**src/sv/pss_pkg.sv**
```systemverilog
package pss_pkg;

    // default table size and idle priority
    localparam int SLOTS_DEF     = 16;
    localparam int IDLE_PRIO_DEF = 255;

    // field widths
    localparam int REQ_W    = 3;
    localparam int PRIO_W   = 8;
    localparam int EXP_W    = 64;
    localparam int NOW_W    = 63;
    localparam int STATUS_W = 2;
    localparam int COUNT_W  = 7;

    // request codes
    localparam logic [REQ_W-1:0] REQ_SET       = 3'd0;
    localparam logic [REQ_W-1:0] REQ_CLEAR     = 3'd1;
    localparam logic [REQ_W-1:0] REQ_CLEAR_ALL = 3'd2;
    localparam logic [REQ_W-1:0] REQ_TICK      = 3'd3;
    localparam logic [REQ_W-1:0] REQ_LOOKUP    = 3'd4;

    // status codes
    localparam logic [STATUS_W-1:0] STAT_OK        = 2'd0;
    localparam logic [STATUS_W-1:0] STAT_FULL      = 2'd1;
    localparam logic [STATUS_W-1:0] STAT_NOT_FOUND = 2'd2;

    // expiry marker for an entry that never times out
    localparam logic [EXP_W-1:0] NEVER_EXPIRES = {EXP_W{1'b1}};

endpackage

```
**src/sv/priority_source_selector_top.sv**
```systemverilog
// priority source selector: one item in, one result out
// clear-all and unknown requests go from accept straight to the apply state, which
// registers the result once the output is free; set, clear, tick and lookup first
// walk every slot (scan, drain, apply); a new item is accepted only back in idle
// reset (aresetn low, synchronous): table empty, winner at IDLE_PRIO, no result pending
module priority_source_selector_top #(
    parameter int SLOTS     = pss_pkg::SLOTS_DEF,
    parameter int IDLE_PRIO = pss_pkg::IDLE_PRIO_DEF
) (
    input  logic                          aclk,
    input  logic                          aresetn,
    input  logic                          s_valid,
    output logic                          s_ready,
    input  logic [pss_pkg::REQ_W-1:0]     s_req_type,
    input  logic [pss_pkg::PRIO_W-1:0]    s_prio,
    input  logic signed [pss_pkg::EXP_W-1:0] s_expiry_ms,
    input  logic [pss_pkg::NOW_W-1:0]     s_now_ms,
    output logic                          m_valid,
    input  logic                          m_ready,
    output logic [pss_pkg::PRIO_W-1:0]    m_winner_prio,
    output logic                          m_hit,
    output logic signed [pss_pkg::EXP_W-1:0] m_found_expiry,
    output logic [pss_pkg::STATUS_W-1:0]  m_status,
    output logic [pss_pkg::COUNT_W-1:0]   m_active_count
);
    import pss_pkg::*;

    localparam int IDX_W = (SLOTS > 1) ? $clog2(SLOTS) : 1;
    localparam logic [IDX_W-1:0]  LAST_IDX  = IDX_W'(SLOTS - 1);
    localparam logic [PRIO_W-1:0] IDLE_P    = PRIO_W'(IDLE_PRIO);
    localparam logic [PRIO_W-1:0] MAX_P     = {PRIO_W{1'b1}};

    typedef enum logic [1:0] {
        ST_IDLE,
        ST_SCAN,
        ST_DRAIN,
        ST_APPLY
    } state_t;

    state_t state_reg;

    // latched item
    logic [REQ_W-1:0]  req_type_reg;
    logic [PRIO_W-1:0] req_prio_reg;
    logic [EXP_W-1:0]  req_exp_reg;
    logic [NOW_W-1:0]  req_now_reg;

    // table
    logic [SLOTS-1:0]  slot_valid_reg;
    logic [PRIO_W-1:0] slot_prio_mem [SLOTS];
    logic [EXP_W-1:0]  slot_expiry_mem [SLOTS];
    logic [PRIO_W-1:0] prio_rd_reg;
    logic [EXP_W-1:0]  exp_rd_reg;
    logic [COUNT_W-1:0] active_reg;
    logic [PRIO_W-1:0] winner_reg;

    // slot walk
    logic [IDX_W-1:0]  scan_idx_reg;
    logic              eval_vld_reg;
    logic [IDX_W-1:0]  eval_idx_reg;
    logic              found_reg;
    logic [IDX_W-1:0]  found_idx_reg;
    logic [EXP_W-1:0]  found_exp_reg;
    logic              free_found_reg;
    logic [IDX_W-1:0]  free_idx_reg;
    logic [PRIO_W-1:0] min_reg;

    // result register
    logic                m_valid_reg;
    logic [PRIO_W-1:0]   m_winner_reg;
    logic                m_hit_reg;
    logic [EXP_W-1:0]    m_found_reg;
    logic [STATUS_W-1:0] m_status_reg;
    logic [COUNT_W-1:0]  m_count_reg;

    logic out_free;
    assign out_free = !m_valid_reg || m_ready;
    assign s_ready  = (state_reg == ST_IDLE);

    // per-slot evaluation of the slot read last cycle
    logic ev_v, ev_match, ev_expired, ev_min;
    always_comb begin
        ev_v       = slot_valid_reg[eval_idx_reg];
        ev_match   = ev_v && (prio_rd_reg == req_prio_reg);
        ev_expired = ev_v && (exp_rd_reg != NEVER_EXPIRES)
                     && ($signed(exp_rd_reg) <= $signed({1'b0, req_now_reg}));
        ev_min     = 1'b0;
        case (req_type_reg)
            REQ_CLEAR: ev_min = ev_v && (prio_rd_reg != req_prio_reg)
                                && (prio_rd_reg < min_reg);
            REQ_TICK:  ev_min = ev_v && !ev_expired && (prio_rd_reg < min_reg);
            default:   ev_min = 1'b0;
        endcase
    end

    // outcome of the request once the walk, if any, is done
    logic [PRIO_W-1:0]   win_next;
    logic [COUNT_W-1:0]  count_next;
    logic [SLOTS-1:0]    valid_next;
    logic                hit_next;
    logic [EXP_W-1:0]    found_next;
    logic [STATUS_W-1:0] status_next;
    logic                mem_we;
    logic [IDX_W-1:0]    mem_wa;
    always_comb begin
        win_next    = winner_reg;
        count_next  = active_reg;
        valid_next  = slot_valid_reg;
        hit_next    = 1'b0;
        found_next  = NEVER_EXPIRES;
        status_next = STAT_OK;
        mem_we      = 1'b0;
        mem_wa      = found_reg ? found_idx_reg : free_idx_reg;
        case (req_type_reg)
            REQ_SET: begin
                if (found_reg || free_found_reg) begin
                    mem_we = 1'b1;
                    if (!found_reg) begin
                        valid_next[free_idx_reg] = 1'b1;
                        count_next = active_reg + COUNT_W'(1);
                    end
                    if (req_prio_reg < winner_reg) win_next = req_prio_reg;
                end else begin
                    status_next = STAT_FULL;
                end
            end
            REQ_CLEAR: begin
                if (found_reg) begin
                    valid_next[found_idx_reg] = 1'b0;
                    count_next = active_reg - COUNT_W'(1);
                    if (winner_reg == req_prio_reg)
                        win_next = (count_next == '0) ? IDLE_P : min_reg;
                end else begin
                    status_next = STAT_NOT_FOUND;
                end
            end
            REQ_CLEAR_ALL: begin
                valid_next = '0;
                count_next = '0;
                win_next   = IDLE_P;
            end
            REQ_TICK: begin
                win_next = min_reg;
            end
            REQ_LOOKUP: begin
                hit_next = found_reg;
                if (req_prio_reg == IDLE_P) begin
                    found_next = NEVER_EXPIRES;
                end else if (found_reg) begin
                    found_next = found_exp_reg;
                end else begin
                    status_next = STAT_NOT_FOUND;
                end
            end
            default: begin
                status_next = STAT_OK;
            end
        endcase
    end

    // sequencer, table state and result register
    always_ff @(posedge aclk) begin
        if (!aresetn) begin
            state_reg      <= ST_IDLE;
            m_valid_reg    <= 1'b0;
            slot_valid_reg <= '0;
            active_reg     <= '0;
            winner_reg     <= IDLE_P;
            eval_vld_reg   <= 1'b0;
        end else begin
            eval_vld_reg <= (state_reg == ST_SCAN);
            if (m_ready && state_reg != ST_APPLY) m_valid_reg <= 1'b0;

            case (state_reg)
                ST_IDLE: begin
                    if (s_valid) begin
                        req_type_reg   <= s_req_type;
                        req_prio_reg   <= s_prio;
                        req_exp_reg    <= s_expiry_ms;
                        req_now_reg    <= s_now_ms;
                        scan_idx_reg   <= '0;
                        found_reg      <= 1'b0;
                        free_found_reg <= 1'b0;
                        min_reg        <= (s_req_type == REQ_TICK) ? IDLE_P : MAX_P;
                        if (s_req_type == REQ_SET || s_req_type == REQ_CLEAR ||
                            s_req_type == REQ_TICK || s_req_type == REQ_LOOKUP) begin
                            state_reg <= ST_SCAN;
                        end else begin
                            state_reg <= ST_APPLY;
                        end
                    end
                end
                ST_SCAN: begin
                    eval_idx_reg <= scan_idx_reg;
                    if (scan_idx_reg == LAST_IDX) begin
                        state_reg <= ST_DRAIN;
                    end else begin
                        scan_idx_reg <= scan_idx_reg + IDX_W'(1);
                    end
                end
                ST_DRAIN: begin
                    state_reg <= ST_APPLY;
                end
                ST_APPLY: begin
                    if (out_free) begin
                        slot_valid_reg <= valid_next;
                        active_reg     <= count_next;
                        winner_reg     <= win_next;
                        m_valid_reg    <= 1'b1;
                        m_winner_reg   <= win_next;
                        m_hit_reg      <= hit_next;
                        m_found_reg    <= found_next;
                        m_status_reg   <= status_next;
                        m_count_reg    <= count_next;
                        state_reg      <= ST_IDLE;
                    end
                end
                default: begin
                    state_reg <= ST_IDLE;
                end
            endcase

            // evaluate one slot per cycle
            if (eval_vld_reg) begin
                if (ev_match && !found_reg) begin
                    found_reg     <= 1'b1;
                    found_idx_reg <= eval_idx_reg;
                    found_exp_reg <= exp_rd_reg;
                end
                if (!ev_v && !free_found_reg) begin
                    free_found_reg <= 1'b1;
                    free_idx_reg   <= eval_idx_reg;
                end
                if (ev_min) min_reg <= prio_rd_reg;
                if (req_type_reg == REQ_TICK && ev_expired) begin
                    slot_valid_reg[eval_idx_reg] <= 1'b0;
                    active_reg <= active_reg - COUNT_W'(1);
                end
            end
        end
    end

    // table memory: one write port, one registered read at the walk index
    always_ff @(posedge aclk) begin
        if (state_reg == ST_APPLY && out_free && mem_we) begin
            slot_prio_mem[mem_wa]   <= req_prio_reg;
            slot_expiry_mem[mem_wa] <= req_exp_reg;
        end
        prio_rd_reg <= slot_prio_mem[scan_idx_reg];
        exp_rd_reg  <= slot_expiry_mem[scan_idx_reg];
    end

    assign m_valid        = m_valid_reg;
    assign m_winner_prio  = m_winner_reg;
    assign m_hit          = m_hit_reg;
    assign m_found_expiry = m_found_reg;
    assign m_status       = m_status_reg;
    assign m_active_count = m_count_reg;

    // count never exceeds the table size
    a_count_bound: assert property (@(posedge aclk) disable iff (!aresetn)
        active_reg <= COUNT_W'(SLOTS))
        else $error("active count above table size");

    // count tracks the valid bits
    a_count_match: assert property (@(posedge aclk) disable iff (!aresetn)
        active_reg == COUNT_W'($countones(slot_valid_reg)))
        else $error("active count out of step with valid bits");

    // empty table between items means idle winner
    a_empty_idle: assert property (@(posedge aclk) disable iff (!aresetn)
        (state_reg == ST_IDLE && active_reg == '0) |-> winner_reg == IDLE_P)
        else $error("winner not idle on empty table");

    // an accepted item always starts work
    a_accept_busy: assert property (@(posedge aclk) disable iff (!aresetn)
        (s_valid && s_ready) |=> state_reg != ST_IDLE)
        else $error("accepted item did not start");

endmodule
```
**config.mk**
```make
export PLATFORM = sky130hd
export DESIGN_NAME = priority_source_selector_top
export DESIGN_NICKNAME = d
export VERILOG_FILES = /design/src/sv/pss_pkg.sv /design/src/sv/priority_source_selector_top.sv
export SDC_FILE = /design/constraint.sdc
export NUM_CORES = 2
export LEC_CHECK = 0
export ABC_AREA = 1
export BUFFER_PORTS_ARGS = -buffer_cell sky130_fd_sc_hd__clkbuf_2
export CAP_MARGIN = 20
export CORE_MARGIN = 5
export CORE_UTILIZATION = 45
export CTS_CLUSTER_DIAMETER = 50
export DETAILED_ROUTE_END_ITERATION = 7
export SLEW_MARGIN = 0
export SYNTH_ARGS = -nofsm -noshare
export SYNTH_HDL_FRONTEND = slang
export SYNTH_SLANG_ARGS = --single-unit
```
**constraint.sdc**
```tcl
create_clock -name aclk -period 12.2 [get_ports aclk]
set_input_delay 2.44 -clock aclk [delete_from_list [all_inputs] [get_ports aclk]]
set_output_delay 2.44 -clock aclk [all_outputs]
set_load 0.05 [all_outputs]
```
==> Yosys cells after proc, flatten, opt, wreduce, memory -nomap -nowiden <==
Memories as Yosys holds them, arrays and structs flattened. A register that Yosys moved wholly into a read port is not among the register bits.
Cells that the tools add are included.
{ "op_classes": {"mux": 64, "order_cmp": 9, "bitwise": 7, "reduce_logical": 40, "n_eq_ne": 21, "n_addsub": 3} }
{ "ops": {"columns": ["op", "n"], "rows": [
  ["2-to-1 mux 16 bit", 8],
  ["2-to-1 mux 8 bit", 9],
  ["<= comparator 64 bit", 1],
  ["inequality test 64 bit, second input constant", 1],
  ["2-to-1 mux 7 bit", 7],
  ["case mux 16 bit (3 select lines)", 1],
  ["bitwise AND 16 bit", 2],
  ["inverter 16 bit", 2],
  ["case mux 8 bit (4 select lines)", 1],
  ["case mux 7 bit (3 select lines)", 1],
  ["2-to-1 mux 1 bit", 20],
  ["== test 8 bit", 2],
  ["logical AND 1 bit", 16],
  ["less-than comparator 8 bit", 2],
  ["OR 16 bit", 1],
  ["less-than comparator 4 x 5 -> 1 bit, second input constant", 3],
  ["AND reduction 3 bit", 5],
  ["demux 1 bit (select 4 bit)", 3],
  [">= comparator 4 x 1 -> 1 bit, second input constant", 3],
  ["2-to-1 mux 2 bit", 6],
  ["2-to-1 mux 4 bit", 3],
  ["== test 3 x 2 -> 1 bit, second input constant", 3],
  ["== test 8 bit, second input constant", 1],
  ["inequality test 2 bit, second input constant", 4],
  ["other kinds (25)", 39]
]} }
{ "totals": {"ram_bits": 1152, "n_memories": 2, "in_bits": 142, "word_cells": 169, "regBits": 345} }
{ "memory_table": {"columns": ["memory", "depth", "word_bits", "read_ports", "rd_ports_with_merged_regs", "wr", "line", "source"], "rows": [
  ["slot_expiry_mem", 16, 64, 1, 1, 1, "priority_source_selector_top.sv:51", "logic [EXP_W-1:0] slot_expiry_mem [SLOTS];"],
  ["slot_prio_mem", 16, 8, 1, 1, 1, "priority_source_selector_top.sv:50", "logic [PRIO_W-1:0] slot_prio_mem [SLOTS];"]
]} }

==> Longest topological paths before layout <==
{ "depth": {"ltp_word": 14, "mapped_depth": 19} }

==> Worst setup path after synthesis <==
No wires, ideal clock.
{ "synth_timing": {"path_type": "input -> register", "from": "in aresetn", "to": "reg req_exp_reg[0] (enable)", "stages": 3, "t_required_ps": 11562, "arrival_time_ps": 8487, "setup_slack_ps": 3075, "path_cell_list": "inv_1 -> clkbuf_1 -> nor2_1"} }
{ "synth_via": {"elab_chain_cells": 1} }
{ "synth_lines": {"columns": ["item", "line", "source"], "rows": [
  ["start, declared", "priority_source_selector_top.sv:11", "input logic aresetn,"],
  ["AND reduction 3 bit (no source line)", null, null],
  ["end signal, assigned", "priority_source_selector_top.sv:179", "req_exp_reg <= s_expiry_ms;"],
  ["end, declared", "priority_source_selector_top.sv:45", "logic [EXP_W-1:0] req_exp_reg;"]
]} }
Every way passes these cells.
A chain may end at the register's enable or synchronous reset.

==> Final worst setup path <==
{ "layout_timing": {"from": "in m_ready", "to": "mem slot_expiry_mem[6][23] (enable)"} }
{ "layout_via": {"elab_chain_cells": 5} }
{ "layout_lines": {"columns": ["item", "line", "source"], "rows": [
  ["start, declared", "priority_source_selector_top.sv:19", "input logic m_ready,"],
  ["logical OR 1 bit", "priority_source_selector_top.sv:77", "assign out_free = !m_valid_reg || m_ready;"],
  ["logical AND 1 bit (2 in a row)", "priority_source_selector_top.sv:245", "if (state_reg == ST_APPLY && out_free && mem_we) begin"],
  ["2-to-1 mux 1 bit", "priority_source_selector_top.sv:245", null],
  ["2-to-1 mux 1 bit (not written as such)", "priority_source_selector_top.sv:247", "slot_expiry_mem[mem_wa] <= req_exp_reg;"],
  ["end, declared", "priority_source_selector_top.sv:51", null]
]} }
Every way passes these cells.

==> results by group <==
GRT
  • Vias in the first global route: 36100
  • Global-route wire length before repair: 231000 um
  • Largest net degree at the start of global routing: around 210
  • Gr ovfl total: 0
  • Initial antenna violation count: 15
  • All-layer global routing usage: 0.215

STA
  • Slew @ Worst Pin: 1.15 ns
  • Tmin final: 5.86 ns
  • Fmax: around 170 MHz
  • Final critical-path share of the clock period: 0.480
  • Worst Clk Skew: roughly 0.031 ns
  • Max-slew headroom: 0.232
  • RSZ-0062 raised after global routing: no
  • Final setup violating endpoints: 0
  • Setup TNS: 0 ns
  • Final hold vios: 0
  • Fin. max-slew vios: 0

Route
  • Drt drc: 0
  • Initial DRT Pass Iterations: 6
  • Vias: 37900
  • 1st-iter DRT viols: between 3000 and 4000
  • Routed WL: ~160000 um
  • Final ANT Viol Nets: 0
  • Wire per inst: ~23 um
  • Vias/cell: around 5.6

Setup path
  • Cell mode on critical path: nor2_4
  • Arrival time at the worst endpoint: roughly 6.3 ns
  • CP cell instances: clkbuf_2 > nor2_1 > nor2_4 > inv_1 > nor3_1 > nand3_1 > nor2_4 > buf_4
  • Top delay family on crit path: simple AND/OR/NAND/NOR gates
  • WS Path Type: in2reg
  • CP Max Fanout: 44
  • Critical Path RT: approximately 13 ns
  • Critical-path top delay cell: nor2_4
  • Worst path bufs/invs: 3
  • Critical path endpoint category: flip-flop
  • CP peak stage delay: about 0.96 ns
  • Startpoint Class: primary input

Die
  • Die Y: between 300 and 400 um
  • I/O Pins: around 230
  • Die area: between 100000 and 150000 um^2
  • Core box area: between 100000 and 150000 um^2
  • Die X: roughly 380 um
  • Std cell rows: roughly 140
  • Initial Utilization: 0.453

Flow run
  • Max-Cap Viols: 0

Synthesis
  • Post-synth EDFFs: between 1000 and 1500
  • Yosys reg bits: between 1500 and 2000
  • Async set or reset register ratio after synthesis: 0
  • Post-synthesis cell type count: a little under 50
  • Most frequent cell after synthesis: edfxtp_1
  • Mapped Nets: 4908
  • Seq/Total Area, Yosys: 0.751
  • Most instantiated cells after synthesis: edfxtp_1 (1462), nor2_1 (692), o21ai_0 (651)
  • Area contributors post-synth: edfxtp_1 (72%), o21ai_0 (5.3%), nor2_1 (4.2%)
  • Synth area leader: edfxtp_1
  • Ys Warns: 0
  • Synth Cell Area: about 61000 um^2
  • Syn_area_per_cell: approximately 13 um^2
  • Cells after Synth: ~4700
  • Top_reg_cell synth: edfxtp_1
  • Yosys top cell area share: 0.716

Cells and area
  • Design area: between 60000 and 70000 um^2
  • Share of cells above drive strength 1: 0.114
  • Biggest regs: slot_expiry_mem: 1024 flops, slot_prio_mem: 128 flops
  • Post-layout net count: 5101
  • Fill cells: between 10000 and 15000
  • Max reg flops: around 1000
  • Top register by number of flip-flops: slot_expiry_mem
  • Syn-to-layout area delta: 13.6%
  • Post-layout util: 0.514

Clock network
  • Root buffer cell: clkbuf_16
  • Worst-skew pair later-pin latency: ~0.8 ns
  • Hold-fix buffers at CTS: 0
  • Number of buffers created by CTS: between 150 and 200
  • CTS Buffer Depth: 3
  • Resized cells post-CTS: 0
  • Post-CTS Setup Repair Bufs: 0
  • Clock slew seen by the registers of the worst setup and hold paths: roughly 0.060 ns
  • Total number of H-tree levels: 4
  • CTS tree: done
  • # clock sinks: 1569

Status
  • Status: completed

Power
  • Leak pwr: roughly 24 nW
  • Worst ir drop on vdd: between 0.1 and 0.15 mV
  • PD cells: just over 200 nW/um^2
  • Design Power: approximately 0.014 W

Placed design
  • Dpl hpwl: 90900 um
  • Placed Area: 64300 um^2
  • RePlAce Congestion: between 0.8 and 0.9
  • PortBufs: 225

Worst hold path
  • Hold crit path type: reg2reg
==> final cells by class <==
class / instances / area (um^2) / share of cell area
multi-input combinational: 2583 / 13400 / 0.192
clock inverter: 83 / 885 / 0.0127
antenna: 4 / 10.0 / 0.000144
tap: 1781 / 2230 / 0.0320
clock buffer: 217 / 4440 / 0.0637
sequential: 1569 / 46000 / 0.661
inverter: 273 / 1040 / 0.0150
timing repair buffer: 281 / 1610 / 0.0231
==> through the flow <==
stage,hold slack [ns],worst slack [ns],instances
5_1_grt,0.485,6.27,6787
4_1_cts,0.470,6.35,6787
3_3_place_gp,0.457,5.56,6487
6_report,0.470,6.34,6791
3_5_place_dp,0.456,5.52,6487
2_1_floorplan,0.424,3.07,4680
==> worst register-to-register path, cell delays in order, from the launching register on <==
cell,delay (ns)
edfxtp_1,0.59
nor2_1,0.16
nand2_1,0.40
nor3_1,0.90
nand3_1,0.57
nor2_4,0.96
buf_4,0.81
==> cell usage in the layout (no fill, tap or decap), types with 11 or more instances in the layout <==
cell,instances
clkbuf_2,225
o21ai_1,22
clkbuf_1,43
clkinvlp_4,11
clkbuf_16,167
dfxtp_1,107
inv_1,258
a21oi_1,84
nand4_1,29
nor2_1,672
o211ai_1,34
ha_1,86
buf_4,51
clkinv_1,30
o221ai_1,114
nor3_1,15
nand2_1,446
bufinv_16,15
o22ai_1,179
nand3_1,150
o21ai_0,651
nor2_4,24
edfxtp_1,1462
==> final timing paths <==
kind                                                start                               end  slack [ns]  depth (start not counted)
worst max-delay path                              m_ready  slot_expiry_mem[6][23]$_DFFE_PP_        6.34                          8
worst min-delay path                exp_rd_reg[8]$_DFF_P_        found_exp_reg[8]$_DFFE_PP_        0.47                          0
worst max register to register  req_type_reg[2]$_DFFE_PP_  slot_expiry_mem[6][23]$_DFFE_PP_        7.41                          6
worst min register to register      exp_rd_reg[8]$_DFF_P_        found_exp_reg[8]$_DFFE_PP_        0.47                          0
==> cells by family (layout without fill, tap and decap cells) <==
kind of cell	after synthesis	after routing	share of synthesized area
other cells	0	4	0
simple gates	1370	1370	0.0916
buf+inv	528	854	0.0335
flops	1569	1569	0.751
mux	1	1	0.000163
fa+ha+maj	86	86	0.0175
xor+xnor	13	13	0.00186
compound gates	1113	1113	0.105
==> metal layers <==
| metal | wire length, um | share of wire | global-route usage | up-vias |
|---|---|---|---|---|
| met4 | 4070 | 0.026 | 0.0657 | 0 |
| li1 | - | - | - | 17500 |
| met5 | 0 | 0 | 0 | - |
| met2 | 71600 | 0.46 | 0.334 | 1440 |
| met3 | 12500 | 0.080 | 0.0408 | 224 |
| met1 | 68800 | 0.44 | 0.311 | 18700 |
==> power breakdown <==
group / internal (W) / switching (W) / total, W
combinational: 0.000744 / 0.00198 / 0.00272
sequential: 0.00625 / 0.000370 / 0.00662
clock: 0.00288 / 0.00204 / 0.00492
total: 0.00987 / 0.00439 / 0.0143
Note: power is estimated with default switching activity, not from simulation.
